<file path="src/hdl/obah_pkg.sv">
// Shared types and constants for the one-at-a-time bucket hash.
// No dependencies; imported by every module of the block.
`timescale 1ns / 1ps
`default_nettype none
package obah_pkg;

  localparam int HASH_W    = 64;
  localparam int BYTE_W    = 8;
  localparam int SIZE_W    = 32;
  localparam int STEP_W    = $clog2(HASH_W);
  localparam int FOLD_SHL  = 10;
  localparam int FOLD_SHR  = 6;
  localparam int MIX_SHL_A = 3;
  localparam int MIX_SHR   = 11;
  localparam int MIX_SHL_B = 15;
  localparam logic [STEP_W-1:0] LAST_STEP = STEP_W'(HASH_W - 1);

  localparam int ADDR_W = 3;
  localparam logic REG_TABLE_SIZE = 1'b0;
  localparam logic [SIZE_W-1:0] TABLE_SIZE_RESET = SIZE_W'(1);

  typedef logic [HASH_W-1:0] hash_t;

  typedef struct packed {
    logic  valid;
    hash_t hash;
  } obah_push_t;

  typedef struct packed {
    logic full;
    logic empty;
  } obah_qstat_t;

  typedef enum logic [2:0] {
    BK_IDLE,
    BK_MIX_A,
    BK_MIX_B,
    BK_DIV,
    BK_OUT
  } obah_bk_state_t;

endpackage
`default_nettype wire

</file>
<file path="src/hdl/obah_front.sv">
// Front end: accepts key bytes and folds them into the running hash.
// Pushes the folded hash of each finished key into the queue; uses obah_pkg.
`timescale 1ns / 1ps
`default_nettype none
module obah_front
  import obah_pkg::*;
(
  input  wire logic              clk,
  input  wire logic              rst_n,
  input  wire logic              in_valid,
  output logic                   in_ready,
  input  wire logic [BYTE_W-1:0] in_key_byte,
  input  wire logic              in_byte_present,
  input  wire logic              in_key_last,
  input  wire obah_qstat_t       qstat,
  output obah_push_t             push
);

  hash_t hash_r;
  hash_t hash_nxt;
  hash_t byte_ext;
  hash_t summed;
  hash_t folded;
  logic  fire;

  assign in_ready = in_key_last ? !qstat.full : 1'b1;
  assign fire     = in_valid && in_ready;

  always_comb begin
    byte_ext = {{(HASH_W-BYTE_W){1'b0}}, in_key_byte};
    summed   = hash_r + (hash_r << FOLD_SHL) + byte_ext + (byte_ext << FOLD_SHL);
    folded   = in_byte_present ? (summed ^ (summed >> FOLD_SHR)) : hash_r;
  end

  always_comb begin
    hash_nxt = hash_r;
    if (fire) begin
      hash_nxt = in_key_last ? '0 : folded;
    end
  end

  assign push.valid = fire && in_key_last;
  assign push.hash  = folded;

  always_ff @(posedge clk) begin
    if (!rst_n) begin
      hash_r <= '0;
    end else begin
      hash_r <= hash_nxt;
    end
  end

endmodule
`default_nettype wire

</file>
<file path="src/hdl/obah_queue.sv">
// Short queue of folded key hashes between front and back ends.
// Uses obah_pkg for the hash and status types.
`timescale 1ns / 1ps
`default_nettype none
module obah_queue
  import obah_pkg::*;
#(
  parameter int DEPTH = 2
) (
  input  wire logic       clk,
  input  wire logic       rst_n,
  input  wire obah_push_t push,
  input  wire logic       pop,
  output hash_t           head,
  output obah_qstat_t     qstat
);

  localparam int PTR_W = (DEPTH > 1) ? $clog2(DEPTH) : 1;
  localparam int CNT_W = $clog2(DEPTH + 1);
  localparam logic [PTR_W-1:0] PTR_LAST = PTR_W'(DEPTH - 1);
  localparam logic [CNT_W-1:0] CNT_FULL = CNT_W'(DEPTH);

  hash_t            mem [DEPTH];
  logic [PTR_W-1:0] wr_ptr_r, wr_ptr_nxt;
  logic [PTR_W-1:0] rd_ptr_r, rd_ptr_nxt;
  logic [CNT_W-1:0] count_r, count_nxt;
  logic             do_push;
  logic             do_pop;

  assign qstat.full  = (count_r == CNT_FULL);
  assign qstat.empty = (count_r == '0);
  assign do_push     = push.valid && !qstat.full;
  assign do_pop      = pop && !qstat.empty;
  assign head        = mem[rd_ptr_r];

  always_comb begin
    wr_ptr_nxt = wr_ptr_r;
    rd_ptr_nxt = rd_ptr_r;
    count_nxt  = count_r;
    if (do_push) begin
      wr_ptr_nxt = (wr_ptr_r == PTR_LAST) ? '0 : wr_ptr_r + PTR_W'(1);
    end
    if (do_pop) begin
      rd_ptr_nxt = (rd_ptr_r == PTR_LAST) ? '0 : rd_ptr_r + PTR_W'(1);
    end
    case ({do_push, do_pop})
      2'b10:   count_nxt = count_r + CNT_W'(1);
      2'b01:   count_nxt = count_r - CNT_W'(1);
      default: count_nxt = count_r;
    endcase
  end

  always_ff @(posedge clk) begin
    if (do_push) begin
      mem[wr_ptr_r] <= push.hash;
    end
  end

  always_ff @(posedge clk) begin
    if (!rst_n) begin
      wr_ptr_r <= '0;
      rd_ptr_r <= '0;
      count_r  <= '0;
    end else begin
      wr_ptr_r <= wr_ptr_nxt;
      rd_ptr_r <= rd_ptr_nxt;
      count_r  <= count_nxt;
    end
  end

endmodule
`default_nettype wire

</file>
<file path="src/hdl/obah_back.sv">
// Back end: final mix of a queued hash and bit-serial reduction modulo table_size.
// Holds the bucket index in an output register; uses obah_pkg.
`timescale 1ns / 1ps
`default_nettype none
module obah_back
  import obah_pkg::*;
(
  input  wire logic              clk,
  input  wire logic              rst_n,
  input  wire hash_t             head,
  input  wire obah_qstat_t       qstat,
  output logic                   pop,
  input  wire logic [SIZE_W-1:0] table_size,
  output logic                   out_valid,
  input  wire logic              out_ready,
  output logic [SIZE_W-1:0]      out_bucket_index
);

  obah_bk_state_t    state_r, state_nxt;
  hash_t             h_r, h_nxt;
  hash_t             mix_a;
  logic [SIZE_W-1:0] rem_r, rem_nxt;
  logic [SIZE_W-1:0] div_r, div_nxt;
  logic [STEP_W-1:0] step_r, step_nxt;
  logic [SIZE_W:0]   trial;

  always_comb begin
    state_nxt = state_r;
    unique case (state_r)
      BK_IDLE:  if (!qstat.empty) state_nxt = BK_MIX_A;
      BK_MIX_A: state_nxt = BK_MIX_B;
      BK_MIX_B: state_nxt = BK_DIV;
      BK_DIV:   if (step_r == LAST_STEP) state_nxt = BK_OUT;
      BK_OUT:   if (out_ready) state_nxt = BK_IDLE;
      default:  state_nxt = BK_IDLE;
    endcase
  end

  always_comb begin
    pop       = 1'b0;
    out_valid = 1'b0;
    unique case (state_r)
      BK_IDLE: pop       = !qstat.empty;
      BK_OUT:  out_valid = 1'b1;
      default: begin
        pop       = 1'b0;
        out_valid = 1'b0;
      end
    endcase
  end

  assign out_bucket_index = rem_r;

  always_comb begin
    mix_a    = h_r + (h_r << MIX_SHL_A);
    trial    = {rem_r, h_r[HASH_W-1]};
    h_nxt    = h_r;
    rem_nxt  = rem_r;
    div_nxt  = div_r;
    step_nxt = step_r;
    case (state_r)
      BK_IDLE: begin
        h_nxt   = head;
        rem_nxt = '0;
        div_nxt = (table_size == '0) ? TABLE_SIZE_RESET : table_size;
      end
      BK_MIX_A: begin
        h_nxt = mix_a ^ (mix_a >> MIX_SHR);
      end
      BK_MIX_B: begin
        h_nxt    = h_r + (h_r << MIX_SHL_B);
        step_nxt = '0;
      end
      BK_DIV: begin
        h_nxt    = h_r << 1;
        step_nxt = step_r + STEP_W'(1);
        if (trial >= {1'b0, div_r}) begin
          rem_nxt = SIZE_W'(trial - {1'b0, div_r});
        end else begin
          rem_nxt = trial[SIZE_W-1:0];
        end
      end
      default: begin
        h_nxt = h_r;
      end
    endcase
  end

  always_ff @(posedge clk) begin
    h_r    <= h_nxt;
    rem_r  <= rem_nxt;
    div_r  <= div_nxt;
    step_r <= step_nxt;
  end

  always_ff @(posedge clk) begin
    if (!rst_n) begin
      state_r <= BK_IDLE;
    end else begin
      state_r <= state_nxt;
    end
  end

endmodule
`default_nettype wire

</file>
<file path="src/hdl/one_at_a_time_bucket_hash.sv">
// One-at-a-time bucket hash, top level: front end, hash queue, back end, APB register.
// Depends on obah_pkg, obah_front, obah_queue and obah_back.
//
// Key bytes are taken one per cycle and folded into a 64-bit running hash in the
// front end; a byte that does not end a key never stalls. The item that ends a key
// passes its hash into a queue of QUEUE_DEPTH entries and clears the running hash.
// The back end takes one queued hash at a time: a pop in BK_IDLE, the final mix in
// BK_MIX_A and BK_MIX_B, then restoring remainder over all 64 hash bits in BK_DIV
// (one hash bit per cycle) against table_size, then the bucket index is held on
// out_bucket_index in BK_OUT until taken, and only then does the back end return to
// BK_IDLE to pop the next hash; the front end keeps folding the following key
// meanwhile and stalls only on a key end while the queue is full.
// table_size (byte address 0) reads back as written; zero reduces as one.
`timescale 1ns / 1ps
`default_nettype none
module one_at_a_time_bucket_hash
  import obah_pkg::*;
#(
  parameter int QUEUE_DEPTH = 2
) (
  input  wire logic              clk,
  input  wire logic              rst_n,
  input  wire logic              in_valid,
  output logic                   in_ready,
  input  wire logic [BYTE_W-1:0] in_key_byte,
  input  wire logic              in_byte_present,
  input  wire logic              in_key_last,
  output logic                   out_valid,
  input  wire logic              out_ready,
  output logic [SIZE_W-1:0]      out_bucket_index,
  input  wire logic              cfg_psel,
  input  wire logic              cfg_penable,
  input  wire logic              cfg_pwrite,
  input  wire logic [ADDR_W-1:0] cfg_paddr,
  input  wire logic [SIZE_W-1:0] cfg_pwdata,
  output logic [SIZE_W-1:0]      cfg_prdata,
  output logic                   cfg_pready
);

  logic [SIZE_W-1:0] table_size_r;
  logic [SIZE_W-1:0] table_size_nxt;
  logic              reg_sel;
  obah_push_t        push;
  obah_qstat_t       qstat;
  hash_t             head;
  logic              pop;

  assign cfg_pready = 1'b1;
  assign reg_sel    = (cfg_paddr[ADDR_W-1] == REG_TABLE_SIZE);
  assign cfg_prdata = reg_sel ? table_size_r : '0;

  always_comb begin
    table_size_nxt = table_size_r;
    if (cfg_psel && cfg_penable && cfg_pwrite && cfg_pready && reg_sel) begin
      table_size_nxt = cfg_pwdata;
    end
  end

  always_ff @(posedge clk) begin
    if (!rst_n) begin
      table_size_r <= TABLE_SIZE_RESET;
    end else begin
      table_size_r <= table_size_nxt;
    end
  end

  obah_front u_front (
    .clk             (clk),
    .rst_n           (rst_n),
    .in_valid        (in_valid),
    .in_ready        (in_ready),
    .in_key_byte     (in_key_byte),
    .in_byte_present (in_byte_present),
    .in_key_last     (in_key_last),
    .qstat           (qstat),
    .push            (push)
  );

  obah_queue #(
    .DEPTH (QUEUE_DEPTH)
  ) u_queue (
    .clk   (clk),
    .rst_n (rst_n),
    .push  (push),
    .pop   (pop),
    .head  (head),
    .qstat (qstat)
  );

  obah_back u_back (
    .clk              (clk),
    .rst_n            (rst_n),
    .head             (head),
    .qstat            (qstat),
    .pop              (pop),
    .table_size       (table_size_r),
    .out_valid        (out_valid),
    .out_ready        (out_ready),
    .out_bucket_index (out_bucket_index)
  );

  a_no_push_when_full: assert property (@(posedge clk) disable iff (!rst_n)
    !(push.valid && qstat.full))
    else $error("hash pushed into a full queue");

  a_byte_never_stalls: assert property (@(posedge clk) disable iff (!rst_n)
    (in_valid && !in_key_last) |-> in_ready)
    else $error("non-final item stalled");

  a_bucket_in_range: assert property (@(posedge clk) disable iff (!rst_n)
    out_valid |-> ((table_size_r == '0 && out_bucket_index == '0) ||
                   (out_bucket_index < table_size_r)))
    else $error("bucket index not below table size");

  a_pop_only_when_ready: assert property (@(posedge clk) disable iff (!rst_n)
    pop |-> (!qstat.empty && !out_valid))
    else $error("queue popped while empty or result pending");

endmodule
`default_nettype wire
</file>
<file path="config.mk">
export PLATFORM = sky130hd
export DESIGN_NAME = one_at_a_time_bucket_hash
export DESIGN_NICKNAME = d
export VERILOG_FILES = /design/src/hdl/obah_pkg.sv /design/src/hdl/obah_front.sv /design/src/hdl/obah_queue.sv /design/src/hdl/obah_back.sv /design/src/hdl/one_at_a_time_bucket_hash.sv
export SDC_FILE = /design/constraint.sdc
export NUM_CORES = 1
export LEC_CHECK = 0
export BUFFER_PORTS_ARGS = -buffer_cell sky130_fd_sc_hd__buf_2
export CAP_MARGIN = 25
export CORE_ASPECT_RATIO = 0.6
export CORE_UTILIZATION = 50
export DETAILED_ROUTE_END_ITERATION = 8
export PLACE_DENSITY = 0.72
export SKIP_LAST_GASP = 1
export SYNTH_ARGS = -nofsm -noshare
export SYNTH_HDL_FRONTEND = slang
export SYNTH_SLANG_ARGS = --single-unit
</file>
<file path="constraint.sdc">
create_clock -name clk -period 4.59 [get_ports clk]
set_input_delay 0.918 -clock clk [delete_from_list [all_inputs] [get_ports clk]]
set_output_delay 0.918 -clock clk [all_outputs]
set_load 0.01 [all_outputs]
</file>
==> run_results.csv <==
group,metric,value,unit
sta,slew_viol_final,0,
sta,hold_violations,0,
synth,ys_seq_area_share,34.0,%
floorplanning,die_w,314,µm
final_layout,multi_input_area,18300,µm²
clock_network,clockBufferDepth,3,
sta,period_needed,4.45,ns
power,powerDensity,881,nW/µm²
clock_network,cts-htree-levels,2,
global_route,overflow,0,
final_layout,final_cell_area,32100,µm²
synth,synthesis.area,29300,µm²
route,remaining_drc_errors,0,
placed_design,place_area,30900,µm²
synth,synth_xor_area_share,9.02,%
sta,slew_headroom,36.2,%
synth,yosys.area_share.simple,13.9,%
clock_network,clkSinkCount,366,
critical_path,rrSetupSlack,0.14,ns
floorplanning,dieArea,59600,µm²
sta,finalSetupViolCount,0,
synth,synthAdderAreaFrac,11.7,%
route,wirelength,90500,µm
clock_network,cts_made_buffers,36,
flow_run,cap_violations,0,
clock_network,cts_tree,"yes",
power,p_leak,13.3,nW
floorplanning,core,57700,µm²
critical_path,rr_worst_depth,11,
clock_network,clock_latency,0.56,ns
clock_network,cts_hold_buf,0,
synth,yosysUniqueCellTypes,104,
floorplanning,io_pins,119,
sta,rsz0062_at_grt,"no",
power,ir_drop,545,µV
critical_path,critPathKind,"reg -> reg",
sta,holdWs,0.479,ns
synth,synth_compound_area_share,23.6,%
synth,synthArstFlopShare,0,%
critical_path,required,4.86,ns
clock_network,cts_setup_buffers,0,
critical_path,crit_path_end_kind,"register",
final_layout,syn_to_final_growth,9.43,%
synth,yosys_warnings,0,
route,drtIter0Drc,3600,
critical_path,critPathLaunch,"u_back.h_r[26]$_DFFE_PP_",
run_status,outcome,"finished, final reports clean",
clock_network,cts-root-buf,"clkbuf_16",
clock_network,cts_resized,0,
global_route,track_usage,29.6,%
final_layout,fin_util,55.6,%
synth,syn_avg_cell_area,9.17,µm²
floorplanning,die_height,189,µm
floorplanning,rows,68,
synth,synth_ff_type,"edfxtp_1",
placed_design,port_buffers,115,
global_route,grt_max_degree,67,
route,first_pass_iters,8,
final_layout,fillCellCount,5244,
sta,skew,0.0224,ns
final_layout,layout.nets,3582,
sta,tightest_slew,0.954,ns
sta,max_freq,0.225,GHz
hold_path,min_from,"table_size_r[31]$_SDFFE_PN0P_",
critical_path,endpoint,"u_back.h_r[59]$_DFFE_PP_",
route,drtAntennaViolNets,0,
synth,synth_cells,3196,
final_layout,drive_above_1_share,11.4,%
clock_network,path_clk_slew,0.07,ns
route,via_per_inst,6.30,
hold_path,hp-class,"reg -> reg",
critical_path,r2r_end,"u_back.h_r[59]$_DFFE_PP_",
synth,synthMuxAreaShare,4.02,%
placed_design,gp_congestion,0.991,
final_layout,seqCellArea,9950,µm²
route,num_vias,25591,
placed_design,dpl.hpwl,70400,µm
global_route,antenna_found_initial,0,
synth,yosys_register_bits,366,
critical_path,reg2reg_from,"u_back.h_r[26]$_DFFE_PP_",
critical_path,start_kind,"register",
synth,synth_top_family_by_area,"compound AO/OA/AOI/OAI gates",
route,avgRoutedWirePerCell,22.3,µm
synth,syn-num-nets,3515,
synth,synth_edf_count,262,
critical_path,arrival,4.72,ns
global_route,grt_pass1_wl,137000,µm
critical_path,path_max_fanout,7,
sta,min_period_over_period,97.0,%
floorplanning,initial_utilization,50.8,%
global_route,grt_pass1_vias,22606,
[how the worst min path moves through the flow]
| stage | depth (start not counted) | endpoint | slack (ns) |
|---|---|---|---|
| final | 0 | u_back.div_r[31]$_SDFFCE_PN0P_ | 0.48 |
| after global routing | 0 | u_back.div_r[31]$_SDFFCE_PN0P_ | 0.51 |
| after CTS | 0 | u_back.div_r[31]$_SDFFCE_PN0P_ | 0.48 |
| after detailed placement | 0 | u_back.div_r[31]$_SDFFCE_PN0P_ | 0.47 |
| after global placement | 0 | u_back.div_r[31]$_SDFFCE_PN0P_ | 0.46 |
| after floorplan | 2 | u_front.hash_r[55]$_SDFFE_PN0P_ | 0.45 |
[layout by cell type, fill, tap and decap left out, drive strengths merged, types with 77 or more instances in the layout]
cell type / instances
a21oi: 295
nand2: 285
edfxtp: 262
ha: 255
nor2: 220
buf: 213
xnor2: 198
o21ai: 197
inv: 106
a21o: 105
dfxtp: 104
xor2: 91
nor2b: 77
[state kept, by name (all words and copies together) (netlist names), named ones only]
signal                   cells
u_queue.mem                128
u_back.div_r                32
u_back.out_bucket_index     32
u_front.hash_r              64
u_back.step_r                6
u_back.state_r               3
table_size_r                32
u_queue.count_r              2
u_queue.rd_ptr_r             1
u_back.h_r                  64
u_queue.wr_ptr_r             1
[routing by layer]
| layer | vias to the layer above | GRT usage [%] | share of wire [%] |
|---|---|---|---|
| met1 | 12244 | 49.8 | 49 |
| met2 | 1224 | 36.5 | 37 |
| met4 | 0 | 3.72 | 0.95 |
| met5 | - | 0 | 0 |
| li1 | 12056 | - | - |
| met3 | 67 | 8.01 | 13 |
[synth_stat cells, types with 12 or more instances]
master / n / share of area [%]
nor2b_1: 77 / 1.6
a211o_1: 12 / 0.36
xnor2_1: 195 / 5.8
ha_1: 255 / 11
and4_1: 12 / 0.36
nand2_1: 285 / 3.7
o21ai_0: 150 / 2.6
a211oi_1: 26 / 0.67
a31oi_1: 29 / 0.62
edfxtp_1: 262 / 27
nor2_1: 220 / 2.8
o211ai_1: 23 / 0.59
nor3_1: 38 / 0.65
o21bai_1: 36 / 0.92
o21ai_1: 42 / 0.72
clkbuf_1: 160 / 2.1
a222oi_1: 21 / 0.72
nand2b_1: 18 / 0.38
nor4_1: 22 / 0.47
or3_1: 17 / 0.36
xor2_1: 91 / 2.7
inv_1: 102 / 1.3
dfxtp_1: 104 / 7.1
a22o_1: 18 / 0.54
and2_1: 21 / 0.45
a221oi_1: 14 / 0.42
a21o_1: 105 / 2.7
o221ai_1: 23 / 0.69
nand4_1: 53 / 1.1
mux2i_1: 76 / 2.6
and3_1: 23 / 0.49
o21a_1: 32 / 0.82
o31ai_1: 13 / 0.33
nand3_1: 36 / 0.62
mux2_2: 37 / 1.4
a21oi_1: 288 / 4.9
a21boi_0: 38 / 0.97
a22oi_1: 24 / 0.62
fa_1: 12 / 0.82
buf_2: 14 / 0.24
[cell type report]
type	instances	area share (%)
antenna	1	0.00781
clock buffer	46	3.02
clock inverter	19	0.539
inverter	104	1.22
multi-input combinational	2542	57.0
sequential	366	31.0
tap	770	3.01
timing repair buffer	213	4.13
[kinds of logic (layout without fill, tap and decap cells)]
family	count (synthesis)	count (layout)
buf+inv	288	382
mux	113	113
simple gates	853	853
flops	366	366
fa+ha+maj	267	267
xor+xnor	293	293
other cells	1	2
compound gates	1015	1015
[power breakdown]
group          switching (mW)  total, mW  internal, mW
clock                    1.38       3.01          1.63
combinational            11.8       19.5          7.68
sequential               1.13       5.79          4.66
[worst max-delay path, stage by stage, from the launching register on]
cell and delay, ns:
edfxtp_1 0.62, ha_1 0.56, and4_1 0.25, nor2b_1 0.19, nand3_1 0.16, a2111oi_2 0.73
o2111ai_1 0.45, a211oi_2 0.43, nor2_1 0.14, xnor2_2 0.20, a221oi_1 0.30, o21ai_1 0.12
[stage by stage]
| step | setup TNS, ns | cells | total power, mW | setup slack, ns |
|---|---|---|---|---|
| final | 0 | 4061 | 28.3 | 0.138 |
| after global routing | 0 | 4060 | 29.9 | 0.0288 |
| after CTS | 0 | 4059 | 27.6 | 0.347 |
| after detailed placement | -2.41 | 3994 | 24.5 | -0.206 |
| after global placement | -2.02 | 3993 | 24.3 | -0.223 |
| after floorplan | 0 | 3196 | 19.5 | 0.358 |
Note: power is estimated with default switching activity, not from simulation.
